$ cat config.mk
export PLATFORM = sky130hd
export DESIGN_NAME = palette_color_effect_unit_flat
export DESIGN_NICKNAME = d
export VERILOG_FILES = /design/src/design/pce_pkg.sv /design/src/design/pce_ifs.sv /design/src/design/pce_prep.sv /design/src/design/pce_div2.sv /design/src/design/pce_mix.sv /design/src/design/palette_color_effect_unit.sv /design/src/flat_wrapper.sv
export SDC_FILE = /design/constraint.sdc
export NUM_CORES = 2
export LEC_CHECK = 0
export ABC_CLOCK_PERIOD_IN_PS = 8350
export BUFFER_PORTS_ARGS = -buffer_cell sky130_fd_sc_hd__buf_2
export CORE_ASPECT_RATIO = 2
export CORE_UTILIZATION = 50
export CTS_CLUSTER_DIAMETER = 60
export DETAILED_ROUTE_END_ITERATION = 16
export GPL_TIMING_DRIVEN = 0
export PLACE_DENSITY_LB_ADDON = 0.1
export SLEW_MARGIN = 10
export SYNTH_ARGS = -nofsm -noshare
export SYNTH_HDL_FRONTEND = slang
export SYNTH_SLANG_ARGS = --single-unit
export TNS_END_PERCENT = 30
$ cat constraint.sdc
create_clock -name clk -period 8.35 [get_ports clk]
set_input_delay 0.835 -clock clk [delete_from_list [all_inputs] [get_ports clk]]
set_output_delay 0.835 -clock clk [all_outputs]
set_load 0.01 [all_outputs]
$ cat src/design/pce_pkg.sv
// ----------------------------------------------------------------------------
// pce_pkg: shared types, codes and tables of the palette color effect unit.
// Holds the effect codes, register indexes, pipeline payload structs and the
// constant tables for the pulse wave and the strobe reciprocals.
// ----------------------------------------------------------------------------
package pce_pkg;

	typedef enum logic [3:0] {
		KIND_FLASH    = 4'd0,
		KIND_FADE_OUT = 4'd1,
		KIND_FADE_IN  = 4'd2,
		KIND_PULSE    = 4'd3,
		KIND_INVERT   = 4'd4,
		KIND_TINT     = 4'd5,
		KIND_DESAT    = 4'd6,
		KIND_STROBE   = 4'd7,
		KIND_HIT      = 4'd8
	} effect_kind_t;

	typedef enum logic [2:0] {
		REG_KIND      = 3'd0,
		REG_INTENSITY = 3'd1,
		REG_SECONDARY = 3'd2,
		REG_COLOR     = 3'd3,
		REG_MASK      = 3'd4,
		REG_ATTACK    = 3'd5,
		REG_HOLD      = 3'd6,
		REG_RELEASE   = 3'd7
	} cfg_reg_t;

	localparam logic [8:0] WHITE = 9'h1FF;

	typedef struct packed {
		logic [3:0]  kind;
		logic [3:0]  intensity;
		logic [3:0]  secondary;
		logic [8:0]  effect_color;
		logic [7:0]  group_mask;
		logic [15:0] attack;
		logic [15:0] hold;
		logic [15:0] rel;
	} cfg_t;

	// One weight lane: either a fixed weight or a 4-bit quotient rem/den.
	typedef struct packed {
		logic        use_div;
		logic [3:0]  fixed;
		logic [19:0] rem;
		logic [15:0] den;
		logic [3:0]  q;
	} lane_t;

	typedef struct packed {
		logic [3:0] kind;
		logic       en;
		logic [8:0] cur;
		logic [8:0] base;
		logic       strobe_odd;
		logic [3:0] pw;
		logic       hit;
		logic [3:0] hit_t;
	} item_t;

	// Pulse wave, already scaled to -7..7 and offset by 7.
	localparam logic [3:0] PULSE_TAB [64] = '{
		4'd7, 4'd7, 4'd8, 4'd9, 4'd9, 4'd10, 4'd10, 4'd11,
		4'd11, 4'd12, 4'd12, 4'd13, 4'd13, 4'd13, 4'd13, 4'd14,
		4'd14, 4'd14, 4'd13, 4'd13, 4'd13, 4'd13, 4'd12, 4'd12,
		4'd11, 4'd11, 4'd10, 4'd10, 4'd9, 4'd9, 4'd8, 4'd7,
		4'd7, 4'd7, 4'd6, 4'd5, 4'd5, 4'd4, 4'd4, 4'd3,
		4'd3, 4'd2, 4'd2, 4'd1, 4'd1, 4'd1, 4'd1, 4'd0,
		4'd0, 4'd0, 4'd1, 4'd1, 4'd1, 4'd1, 4'd2, 4'd2,
		4'd3, 4'd3, 4'd4, 4'd4, 4'd5, 4'd5, 4'd6, 4'd7
	};

	// ceil(2^21 / (17 - secondary)); bit 21 of age times this is the parity
	// of the strobe period count.
	localparam logic [20:0] STROBE_RECIP [16] = '{
		21'd123362, 21'd131072, 21'd139811, 21'd149797,
		21'd161320, 21'd174763, 21'd190651, 21'd209716,
		21'd233017, 21'd262144, 21'd299594, 21'd349526,
		21'd419431, 21'd524288, 21'd699051, 21'd1048576
	};

	// One channel blend: (ca*(15-t) + cb*t + 7) / 15, the divide done as a
	// reciprocal multiply that is exact for sums up to 112.
	function automatic logic [2:0] blend_ch(logic [2:0] ca, logic [2:0] cb, logic [3:0] t);
		logic [6:0]  x;
		logic [14:0] p;
		x = 7'(ca) * (7'd15 - 7'(t)) + 7'(cb) * 7'(t) + 7'd7;
		p = 15'(x) * 15'd137;
		return p[13:11];
	endfunction

endpackage

$ cat src/design/pce_ifs.sv
// ----------------------------------------------------------------------------
// pce_ifs: channel interfaces of the palette color effect unit.
// Input entries, recolored results and the register write channel.
// ----------------------------------------------------------------------------
interface pce_in_if;
	logic        valid;
	logic        ready;
	logic [6:0]  color_index;
	logic [8:0]  base_color;
	logic [8:0]  current_color;
	logic [15:0] age;
	logic [15:0] duration;
	modport source(output valid, color_index, base_color, current_color, age, duration,
		input ready);
	modport sink(input valid, color_index, base_color, current_color, age, duration,
		output ready);
endinterface

interface pce_out_if;
	logic       valid;
	logic       ready;
	logic [8:0] new_color;
	modport source(output valid, new_color, input ready);
	modport sink(input valid, new_color, output ready);
endinterface

interface pce_cfg_if;
	logic        valid;
	logic        ready;
	logic [2:0]  index;
	logic [15:0] data;
	modport source(output valid, index, data, input ready);
	modport sink(input valid, index, data, output ready);
endinterface

$ cat src/design/pce_prep.sv
// ----------------------------------------------------------------------------
// pce_prep: first pipeline stage.
// Decodes the envelope and ramp phases into divider lanes and computes the
// group enable, strobe parity, pulse weight and hit flash weight.
// ----------------------------------------------------------------------------
module pce_prep (
	input  logic           clk,
	input  logic           arst_n,
	input  pce_pkg::cfg_t  cfg,
	input  logic           in_valid,
	input  logic [6:0]     color_index,
	input  logic [8:0]     base_color,
	input  logic [8:0]     current_color,
	input  logic [15:0]    age,
	input  logic [15:0]    duration,
	input  logic           ld,
	output logic           v_s1,
	output pce_pkg::item_t item_s1,
	output pce_pkg::lane_t env_s1,
	output pce_pkg::lane_t eff_s1
);
	logic [19:0] age15, rd15, ta15;
	logic [16:0] sum_ah;
	logic [17:0] sum_ahr;
	logic [15:0] d, rd, tot, half, ta;
	logic [2:0]  pk;
	logic [8:0]  phm;
	logic [36:0] sprod;
	pce_pkg::lane_t env_d, eff_d;
	pce_pkg::item_t item_d;

	always_comb begin
		age15   = {age, 4'b0} - {4'b0, age};
		sum_ah  = {1'b0, cfg.attack} + {1'b0, cfg.hold};
		sum_ahr = {1'b0, sum_ah} + {2'b0, cfg.rel};
		d       = age - sum_ah[15:0];
		rd      = cfg.rel - d;
		rd15    = {rd, 4'b0} - {4'b0, rd};
		tot     = (duration == 16'd0) ? 16'd1 : duration;
		half    = 16'(({1'b0, tot} + 17'd1) >> 1);
		ta      = tot - age;
		ta15    = {ta, 4'b0} - {4'b0, ta};

		env_d = '0;
		if ((cfg.attack | cfg.hold | cfg.rel) == 16'd0) begin
			env_d.fixed = 4'd15;
		end else if (age < cfg.attack) begin
			env_d.use_div = 1'b1;
			env_d.rem     = age15;
			env_d.den     = cfg.attack;
		end else if ({1'b0, age} < sum_ah) begin
			env_d.fixed = 4'd15;
		end else if ({2'b0, age} < sum_ahr) begin
			env_d.use_div = 1'b1;
			env_d.rem     = rd15;
			env_d.den     = cfg.rel;
		end

		eff_d = '0;
		case (pce_pkg::effect_kind_t'(cfg.kind))
			pce_pkg::KIND_FLASH: begin
				if (age < half) begin
					eff_d.use_div = 1'b1;
					eff_d.rem     = age15;
					eff_d.den     = half;
				end else if (age < tot) begin
					eff_d.use_div = 1'b1;
					eff_d.rem     = ta15;
					eff_d.den     = half;
				end
			end
			pce_pkg::KIND_FADE_OUT, pce_pkg::KIND_FADE_IN: begin
				if (age15 >= {tot, 4'b0}) begin
					eff_d.fixed = 4'd15;
				end else begin
					eff_d.use_div = 1'b1;
					eff_d.rem     = age15;
					eff_d.den     = tot;
				end
			end
			default: eff_d = '0;
		endcase

		pk    = 3'd1 + {1'b0, cfg.secondary[3:2]};
		phm   = 9'(age[5:0]) * 9'(pk);
		sprod = 37'(age) * 37'(pce_pkg::STROBE_RECIP[cfg.secondary]);

		item_d.kind       = cfg.kind;
		item_d.en         = cfg.group_mask[color_index[6:4]];
		item_d.cur        = current_color;
		item_d.base       = base_color;
		item_d.strobe_odd = sprod[21];
		item_d.pw         = pce_pkg::PULSE_TAB[phm[5:0]];
		item_d.hit        = (age < 16'd3);
		item_d.hit_t      = 4'd15 - ({2'b0, age[1:0]} * 4'd5);
	end

	always_ff @(posedge clk or negedge arst_n) begin
		if (!arst_n) begin
			v_s1 <= 1'b0;
		end else if (ld) begin
			v_s1 <= in_valid;
		end
	end

	always_ff @(posedge clk) begin
		if (ld) begin
			item_s1 <= item_d;
			env_s1  <= env_d;
			eff_s1  <= eff_d;
		end
	end
endmodule

$ cat src/design/pce_div2.sv
// ----------------------------------------------------------------------------
// pce_div2: two restoring division steps on both weight lanes.
// Two instances produce quotient bits 3:2 and 1:0.
// ----------------------------------------------------------------------------
module pce_div2 #(
	parameter int HI_STEP = 3
) (
	input  logic           clk,
	input  logic           arst_n,
	input  logic           v_in,
	input  pce_pkg::item_t item_in,
	input  pce_pkg::lane_t env_in,
	input  pce_pkg::lane_t eff_in,
	input  logic           ld,
	output logic           v_out,
	output pce_pkg::item_t item_out,
	output pce_pkg::lane_t env_out,
	output pce_pkg::lane_t eff_out
);
	localparam int LO_STEP = HI_STEP - 1;

	function automatic pce_pkg::lane_t two_steps(pce_pkg::lane_t l);
		pce_pkg::lane_t o;
		logic [20:0] dh, dl;
		o  = l;
		dh = 21'(l.den) << HI_STEP;
		dl = 21'(l.den) << LO_STEP;
		if ({1'b0, o.rem} >= dh) begin
			o.rem        = o.rem - dh[19:0];
			o.q[HI_STEP] = 1'b1;
		end
		if ({1'b0, o.rem} >= dl) begin
			o.rem        = o.rem - dl[19:0];
			o.q[LO_STEP] = 1'b1;
		end
		return o;
	endfunction

	always_ff @(posedge clk or negedge arst_n) begin
		if (!arst_n) begin
			v_out <= 1'b0;
		end else if (ld) begin
			v_out <= v_in;
		end
	end

	always_ff @(posedge clk) begin
		if (ld) begin
			item_out <= item_in;
			env_out  <= two_steps(env_in);
			eff_out  <= two_steps(eff_in);
		end
	end
endmodule

$ cat src/design/pce_mix.sv
// ----------------------------------------------------------------------------
// pce_mix: weight selection and channel blend, the last two stages.
// Picks target color and weight for the effect, then blends per channel.
// ----------------------------------------------------------------------------
module pce_mix (
	input  logic           clk,
	input  logic           arst_n,
	input  pce_pkg::cfg_t  cfg,
	input  logic           v_in,
	input  pce_pkg::item_t item_in,
	input  pce_pkg::lane_t env_in,
	input  pce_pkg::lane_t eff_in,
	input  logic           ld4,
	input  logic           ld5,
	output logic           v_s4,
	output logic           v_s5,
	output logic [8:0]     new_color_s5
);
	logic [3:0]  env, eff, amp, tp, t_d;
	logic [7:0]  ip, xp;
	logic [14:0] ap;
	logic [13:0] tpp;
	logic [4:0]  gs;
	logic [7:0]  gp;
	logic [8:0]  gray, a_d, b_d;
	logic        pass_d;
	logic [8:0]  a_s4, b_s4, blended;
	logic [3:0]  t_s4;
	logic        pass_s4;

	always_comb begin
		env = env_in.use_div ? env_in.q : env_in.fixed;
		eff = eff_in.use_div ? eff_in.q : eff_in.fixed;
		ip  = 8'(cfg.intensity) * 8'(env);
		ap  = 15'(ip) * 15'd137;
		amp = ap[14:11];
		xp  = 8'(item_in.pw) * 8'(cfg.intensity);
		tpp = 14'(xp[7:1]) * 14'd147;
		tp  = tpp[13:10];
		gs  = 5'(item_in.base[8:6]) + 5'(item_in.base[5:3]) + 5'(item_in.base[2:0]) + 5'd1;
		gp  = 8'(gs) * 8'd11;
		gray = {gp[7:5], gp[7:5], gp[7:5]};

		a_d    = item_in.cur;
		b_d    = item_in.cur;
		t_d    = 4'd0;
		pass_d = 1'b0;
		unique case (pce_pkg::effect_kind_t'(item_in.kind))
			pce_pkg::KIND_FLASH: begin
				b_d = cfg.effect_color;
				t_d = eff;
			end
			pce_pkg::KIND_FADE_OUT: begin
				b_d = 9'd0;
				t_d = eff;
			end
			pce_pkg::KIND_FADE_IN: begin
				a_d = 9'd0;
				b_d = item_in.base;
				t_d = eff;
			end
			pce_pkg::KIND_PULSE: begin
				b_d = pce_pkg::WHITE;
				t_d = tp;
			end
			pce_pkg::KIND_INVERT: begin
				b_d = ~item_in.base;
				t_d = amp;
			end
			pce_pkg::KIND_TINT: begin
				b_d = cfg.effect_color;
				t_d = amp;
			end
			pce_pkg::KIND_DESAT: begin
				b_d = gray;
				t_d = amp;
			end
			pce_pkg::KIND_STROBE: begin
				b_d    = cfg.effect_color;
				t_d    = amp;
				pass_d = !item_in.strobe_odd;
			end
			pce_pkg::KIND_HIT: begin
				b_d    = pce_pkg::WHITE;
				t_d    = item_in.hit_t;
				pass_d = !item_in.hit;
			end
			default: pass_d = 1'b1;
		endcase
		if (!item_in.en) begin
			a_d    = item_in.cur;
			pass_d = 1'b1;
		end
	end

	always_comb begin
		blended = {pce_pkg::blend_ch(a_s4[8:6], b_s4[8:6], t_s4),
			pce_pkg::blend_ch(a_s4[5:3], b_s4[5:3], t_s4),
			pce_pkg::blend_ch(a_s4[2:0], b_s4[2:0], t_s4)};
	end

	always_ff @(posedge clk or negedge arst_n) begin
		if (!arst_n) begin
			v_s4 <= 1'b0;
			v_s5 <= 1'b0;
		end else begin
			if (ld4) begin
				v_s4 <= v_in;
			end
			if (ld5) begin
				v_s5 <= v_s4;
			end
		end
	end

	always_ff @(posedge clk) begin
		if (ld4) begin
			a_s4    <= a_d;
			b_s4    <= b_d;
			t_s4    <= t_d;
			pass_s4 <= pass_d;
		end
		if (ld5) begin
			new_color_s5 <= pass_s4 ? a_s4 : blended;
		end
	end
endmodule

$ cat src/design/palette_color_effect_unit.sv
// ----------------------------------------------------------------------------
// palette_color_effect_unit: recolors RGB333 palette entries for one frame.
// Five-stage pipeline computing flash, fade, pulse, invert, tint, desaturate,
// strobe and hit flash effects on a stream of palette entries.
// ----------------------------------------------------------------------------
// Usage: entries arrive as beats on item_in (index, base color, current color,
// age, duration) and leave as beats on item_out carrying new_color, one result
// beat per input beat and in the same order. Registers are written through
// cfg, one beat per register; cfg is always ready and should be written only
// while no entry is in flight.
// Throughput is one beat per cycle while the receiver is ready: stage 1
// decodes the envelope and ramp phases, stages 2 and 3 each resolve two
// quotient bits of the 4-bit weight divisions, stage 4 scales and selects
// the weight and target, and stage 5 blends the three channels into the
// output register.
// Every stage has its own valid bit and loads when it is empty or when the
// stage after it moves, so a stalled receiver holds the output beat while
// bubbles in earlier stages keep filling; nothing is dropped or repeated.
// Reset clears all valid bits and returns the registers to their defaults
// (flash, full intensity, white target, all groups, no envelope).
// ----------------------------------------------------------------------------
module palette_color_effect_unit (
	input  logic     clk,
	input  logic     arst_n,
	pce_cfg_if.sink  cfg,
	pce_in_if.sink   item_in,
	pce_out_if.source item_out
);
	pce_pkg::cfg_t  cfg_q;
	logic           v_s1, v_s2, v_s3, v_s4, v_s5;
	logic           rdy1, rdy2, rdy3, rdy4, rdy5;
	pce_pkg::item_t item_s1, item_s2, item_s3;
	pce_pkg::lane_t env_s1, env_s2, env_s3, eff_s1, eff_s2, eff_s3;
	logic [8:0]     new_color_s5;

	// Register file. Writes are taken every cycle.
	assign cfg.ready = 1'b1;

	always_ff @(posedge clk or negedge arst_n) begin
		if (!arst_n) begin
			cfg_q.kind         <= 4'd0;
			cfg_q.intensity    <= 4'd15;
			cfg_q.secondary    <= 4'd0;
			cfg_q.effect_color <= 9'h1FF;
			cfg_q.group_mask   <= 8'hFF;
			cfg_q.attack       <= 16'd0;
			cfg_q.hold         <= 16'd0;
			cfg_q.rel          <= 16'd0;
		end else if (cfg.valid) begin
			unique case (pce_pkg::cfg_reg_t'(cfg.index))
				pce_pkg::REG_KIND:      cfg_q.kind         <= cfg.data[3:0];
				pce_pkg::REG_INTENSITY: cfg_q.intensity    <= cfg.data[3:0];
				pce_pkg::REG_SECONDARY: cfg_q.secondary    <= cfg.data[3:0];
				pce_pkg::REG_COLOR:     cfg_q.effect_color <= cfg.data[8:0];
				pce_pkg::REG_MASK:      cfg_q.group_mask   <= cfg.data[7:0];
				pce_pkg::REG_ATTACK:    cfg_q.attack       <= cfg.data;
				pce_pkg::REG_HOLD:      cfg_q.hold         <= cfg.data;
				pce_pkg::REG_RELEASE:   cfg_q.rel          <= cfg.data;
				default: ;
			endcase
		end
	end

	// Backpressure: a stage loads when it is empty or its successor moves.
	assign rdy5 = !v_s5 || item_out.ready;
	assign rdy4 = !v_s4 || rdy5;
	assign rdy3 = !v_s3 || rdy4;
	assign rdy2 = !v_s2 || rdy3;
	assign rdy1 = !v_s1 || rdy2;
	assign item_in.ready = rdy1;

	pce_prep u_prep (
		.clk           (clk),
		.arst_n        (arst_n),
		.cfg           (cfg_q),
		.in_valid      (item_in.valid),
		.color_index   (item_in.color_index),
		.base_color    (item_in.base_color),
		.current_color (item_in.current_color),
		.age           (item_in.age),
		.duration      (item_in.duration),
		.ld            (rdy1),
		.v_s1          (v_s1),
		.item_s1       (item_s1),
		.env_s1        (env_s1),
		.eff_s1        (eff_s1)
	);

	// Quotient bits 3 and 2.
	pce_div2 #(.HI_STEP(3)) u_div_hi (
		.clk      (clk),
		.arst_n   (arst_n),
		.v_in     (v_s1),
		.item_in  (item_s1),
		.env_in   (env_s1),
		.eff_in   (eff_s1),
		.ld       (rdy2),
		.v_out    (v_s2),
		.item_out (item_s2),
		.env_out  (env_s2),
		.eff_out  (eff_s2)
	);

	// Quotient bits 1 and 0.
	pce_div2 #(.HI_STEP(1)) u_div_lo (
		.clk      (clk),
		.arst_n   (arst_n),
		.v_in     (v_s2),
		.item_in  (item_s2),
		.env_in   (env_s2),
		.eff_in   (eff_s2),
		.ld       (rdy3),
		.v_out    (v_s3),
		.item_out (item_s3),
		.env_out  (env_s3),
		.eff_out  (eff_s3)
	);

	pce_mix u_mix (
		.clk          (clk),
		.arst_n       (arst_n),
		.cfg          (cfg_q),
		.v_in         (v_s3),
		.item_in      (item_s3),
		.env_in       (env_s3),
		.eff_in       (eff_s3),
		.ld4          (rdy4),
		.ld5          (rdy5),
		.v_s4         (v_s4),
		.v_s5         (v_s5),
		.new_color_s5 (new_color_s5)
	);

	assign item_out.valid     = v_s5;
	assign item_out.new_color = new_color_s5;

	// An accepted input beat always lands in stage 1.
	a_accept_lands: assert property (@(posedge clk) disable iff (!arst_n)
		item_in.valid && item_in.ready |=> v_s1)
		else $error("accepted beat did not enter stage 1");

	// Division lanes only ever need a 4-bit quotient.
	a_env_quot_fits: assert property (@(posedge clk) disable iff (!arst_n)
		v_s1 && env_s1.use_div |-> ({1'b0, env_s1.rem} < {1'b0, env_s1.den, 4'b0}))
		else $error("envelope quotient exceeds 4 bits");

	a_eff_quot_fits: assert property (@(posedge clk) disable iff (!arst_n)
		v_s1 && eff_s1.use_div |-> ({1'b0, eff_s1.rem} < {1'b0, eff_s1.den, 4'b0}))
		else $error("ramp quotient exceeds 4 bits");

	// A stalled output beat stays valid until the receiver takes it.
	a_stall_holds: assert property (@(posedge clk) disable iff (!arst_n)
		v_s5 && !item_out.ready |=> v_s5)
		else $error("output beat lost during stall");
endmodule
$ cat src/flat_wrapper.sv
// flat-port wrapper written by rule: the top's interface ports become plain ports
module palette_color_effect_unit_flat 
  (clk, arst_n, cfg_valid, cfg_index, cfg_data, cfg_ready, item_in_valid, item_in_color_index, item_in_base_color, item_in_current_color, item_in_age, item_in_duration, item_in_ready, item_out_valid, item_out_new_color, item_out_ready);
  pce_cfg_if cfg_i ();
  pce_in_if item_in_i ();
  pce_out_if item_out_i ();
  input  logic clk;
  input  logic arst_n;
  input wire logic [$bits(cfg_i.valid)-1:0] cfg_valid;
  input wire logic [$bits(cfg_i.index)-1:0] cfg_index;
  input wire logic [$bits(cfg_i.data)-1:0] cfg_data;
  output wire logic [$bits(cfg_i.ready)-1:0] cfg_ready;
  input wire logic [$bits(item_in_i.valid)-1:0] item_in_valid;
  input wire logic [$bits(item_in_i.color_index)-1:0] item_in_color_index;
  input wire logic [$bits(item_in_i.base_color)-1:0] item_in_base_color;
  input wire logic [$bits(item_in_i.current_color)-1:0] item_in_current_color;
  input wire logic [$bits(item_in_i.age)-1:0] item_in_age;
  input wire logic [$bits(item_in_i.duration)-1:0] item_in_duration;
  output wire logic [$bits(item_in_i.ready)-1:0] item_in_ready;
  output wire logic [$bits(item_out_i.valid)-1:0] item_out_valid;
  output wire logic [$bits(item_out_i.new_color)-1:0] item_out_new_color;
  input wire logic [$bits(item_out_i.ready)-1:0] item_out_ready;
  assign cfg_i.valid = cfg_valid;
  assign cfg_i.index = cfg_index;
  assign cfg_i.data = cfg_data;
  assign cfg_ready = cfg_i.ready;
  assign item_in_i.valid = item_in_valid;
  assign item_in_i.color_index = item_in_color_index;
  assign item_in_i.base_color = item_in_base_color;
  assign item_in_i.current_color = item_in_current_color;
  assign item_in_i.age = item_in_age;
  assign item_in_i.duration = item_in_duration;
  assign item_in_ready = item_in_i.ready;
  assign item_out_valid = item_out_i.valid;
  assign item_out_new_color = item_out_i.new_color;
  assign item_out_i.ready = item_out_ready;
  palette_color_effect_unit u_core (.clk(clk), .arst_n(arst_n), .cfg(cfg_i), .item_in(item_in_i), .item_out(item_out_i));
endmodule
==> impl_metrics.ini <==
[run_status]
outcome = complete, no violations

[sta]
finalCritPeriodShare = 0.9750
period_minus_slack_ns = 8.141
finalClockSkew_ns = 0.03071
finalSetupViolations = 0
slew_headroom = 0.1395
rsz0062_at_grt = no
worstMarginPinSlew_ns = 1.286
slew_viol_final = 0
timing.fmax_ghz = 0.1228
hold_viol = 0

[drt]
wl_per_cell_um = 21.85
drt_iter0_drc = 1471
drc = 0
ant_nets = 0
drt-total-wl_mm = 122.2
viasPerCell = 5.749
num_vias = 32160
drt_first_pass_iters = 6

[floorplanning]
core_area_sq_um = 82400
io_pins = 93
dieArea_sq_um = 84570
rows = 149
chipHeight_um = 410.3
fp.dieW_um = 206.1
start_util = 0.5057

[critical_path]
crit_path_start_kind = flop
crit_arrival_ns = 8.42
cpPeakStageDelay_ns = 0.56
crit_type = flop to flop
slowest_stage = fa_1
r2r_end = u_core.u_prep.item_s1[9]$_DFFE_PP_
crit_top_cell = fa_1
r2r_start = u_core.cfg_q[65]$_DFFE_PN0P_
cp.required_ns = 8.63
rrSetupSlack_ns = 0.21
crit_path_end_kind = flop
cp_max_fo = 10
r2r_cells = 26
path_buf_inv = 5
critPathTopFamily = adder cells

[global_route]
grt_pass1_wl_mm = 186.5
gr-usage-all-layers = 0.2953
grt_overflow_total = 0
grt_pass1_vias = 33790
antenna_found_initial = 15
grt_max_degree = 61

[place]
io_buffers = 80
dp.final_hpwl_mm = 103.7
gp_congestion = 0.9928

[clock_network]
clock_path_buffers = 3
htreeDepth = 2
cts.sinks = 378
cts-root-buf = clkbuf_16
clk_pin_slew_ns = 0.07
clk-insertion-delay-late_ns = 0.60
cts_tree = yes
cts_hold_buf = 0
cts_buffers = 40
post_cts_resized = 3
postCtsSetupRepairBufs = 0

[synth]
synth_seq_cells = 378
synth_area_leaders = edfxtp_1 (21%), ha_1 (18%), fa_1 (12%)
syn_inst = 4369
synthSimpleGateAreaFrac = 0.1356
ys_warn_count = 0
netlist.area_leader.share = 0.2133
synth_ff_type = edfxtp_1
synth_cell_types = 107
yosys.area.top_type = edfxtp_1
synth-xor-area-share = 0.05645
synth.cell_area_sq_um = 41670
synth-seq-area-share = 0.2632
syn_area_per_cell_sq_um = 9.538
synth.net_count = 5314
synth_async_sr_flop_share = 0.2169
synth-compound-area-share = 0.1328
synth_edf_count = 296
synth_top_family_by_area = adder cells
yosys-mux-area-fraction = 0.04182
synthAdderAreaFrac = 0.3043

[final_layout]
drive_gt1_frac = 0.08582
final_common_cell = ha_1
multi_input_area_sq_um = 28040
post-route-util = 0.5468
area_growth_pct = 8.128
fillers = 7685
fin_nets = 5447
ff_latch_area_sq_um = 10970
layout_common_cells = ha_1 (615), inv_1 (581), nand2_1 (387)

[job]
cap_violations = 0

[worst_hold_path]
min_path_type = input pin to asynchronous set/reset pin
through the flow:
stage	std cells	setup WS, ns	cell area (sq um)	hold WS, ns	setup TNS [ns]
floorplan	4369	0.6886	41670	0.4003	0
global placement	5506	-2.802	43400	0.4029	-263.28
detailed placement	5518	-0.1624	43630	0.4045	-0.1624
CTS	5591	0.002419	45010	0.1351	0
global route	5592	0.01272	45050	0.1558	0
finish	5595	0.2088	45060	0.1599	0
area by class of cell:
cell class | count | area share
multi-input combinational | 3276 | 0.6223
sequential | 378 | 0.2434
tap | 1057 | 0.02935
inverter | 583 | 0.04862
clock inverter | 27 | 0.006775
buffer | 131 | 0.01233
timing repair buffer | 92 | 0.01330
clock buffer | 46 | 0.02366
antenna | 5 | 0.0002777
cells by family (layout without fill, tap and decap cells):
group           after synthesis  count (layout)
other cells                   1               6
compound gates              858             858
mux                         149             149
flops                       378             378
xor+xnor                    267             267
fa+ha+maj                   864             864
simple gates               1137            1137
buf+inv                     715             879
metal layers:
layer	wire length [um]	vias to the layer above	global-route usage
met5	99	-	0
met4	11960	14	0.2415
met3	4628	432	0.03960
met2	66120	780	0.5650
met1	39430	15580	0.2686
li1	-	15360	-
worst max path at each step:
stage                                 startpoint                                  to  slack (ns)  depth (start not counted)
floorplan                         item_out_ready  u_core.u_prep.eff_s1[10]$_DFFE_PP_        0.69                          4
global placement                  item_out_ready                       item_in_ready       -2.80                          6
detailed placement  u_core.cfg_q[67]$_DFFE_PN0P_  u_core.u_prep.item_s1[9]$_DFFE_PP_       -0.16                         26
CTS                 u_core.cfg_q[67]$_DFFE_PN0P_  u_core.u_prep.item_s1[9]$_DFFE_PP_       0.002                         25
global route        u_core.cfg_q[67]$_DFFE_PN0P_  u_core.u_prep.item_s1[9]$_DFFE_PP_        0.01                         25
finish              u_core.cfg_q[65]$_DFFE_PN0P_  u_core.u_prep.item_s1[9]$_DFFE_PP_        0.21                         26
sequential cells by signal, summed over array words and instances (netlist names):
register	count
u_core.u_prep.item_s1	32
u_core.u_div_lo.v_out	1
u_core.u_prep.eff_s1	38
u_core.u_div_lo.eff_out	6
u_core.u_mix.b_s4	9
u_core.u_mix.new_color_s5	9
u_core.u_prep.v_s1	1
u_core.u_div_hi.item_out	32
u_core.u_div_lo.env_out	6
u_core.u_div_hi.env_out	40
u_core.u_mix.a_s4	9
u_core.u_mix.pass_s4	1
u_core.u_div_lo.item_out	32
u_core.u_mix.v_s5	1
u_core.u_mix.v_s4	1
u_core.u_mix.t_s4	4
u_core.cfg_q	77
u_core.u_div_hi.eff_out	40
u_core.u_prep.env_s1	38
u_core.u_div_hi.v_out	1
synthesized netlist by cell type, drive strengths merged, types with 61 or more instances:
master and instances:
a21o 107, a21oi 273, and2 136, clkbuf 120, dfrtp 61, edfxtp 296
fa 249, ha 615, inv 583, mux2 127, nand2 389, nand3 81
nor2 183, nor3 62, o21ai 199, xnor2 184, xor2 82
Power is not shown: default switching activity piles up to over one toggle a cycle in this logic, so the estimate is an artifact.
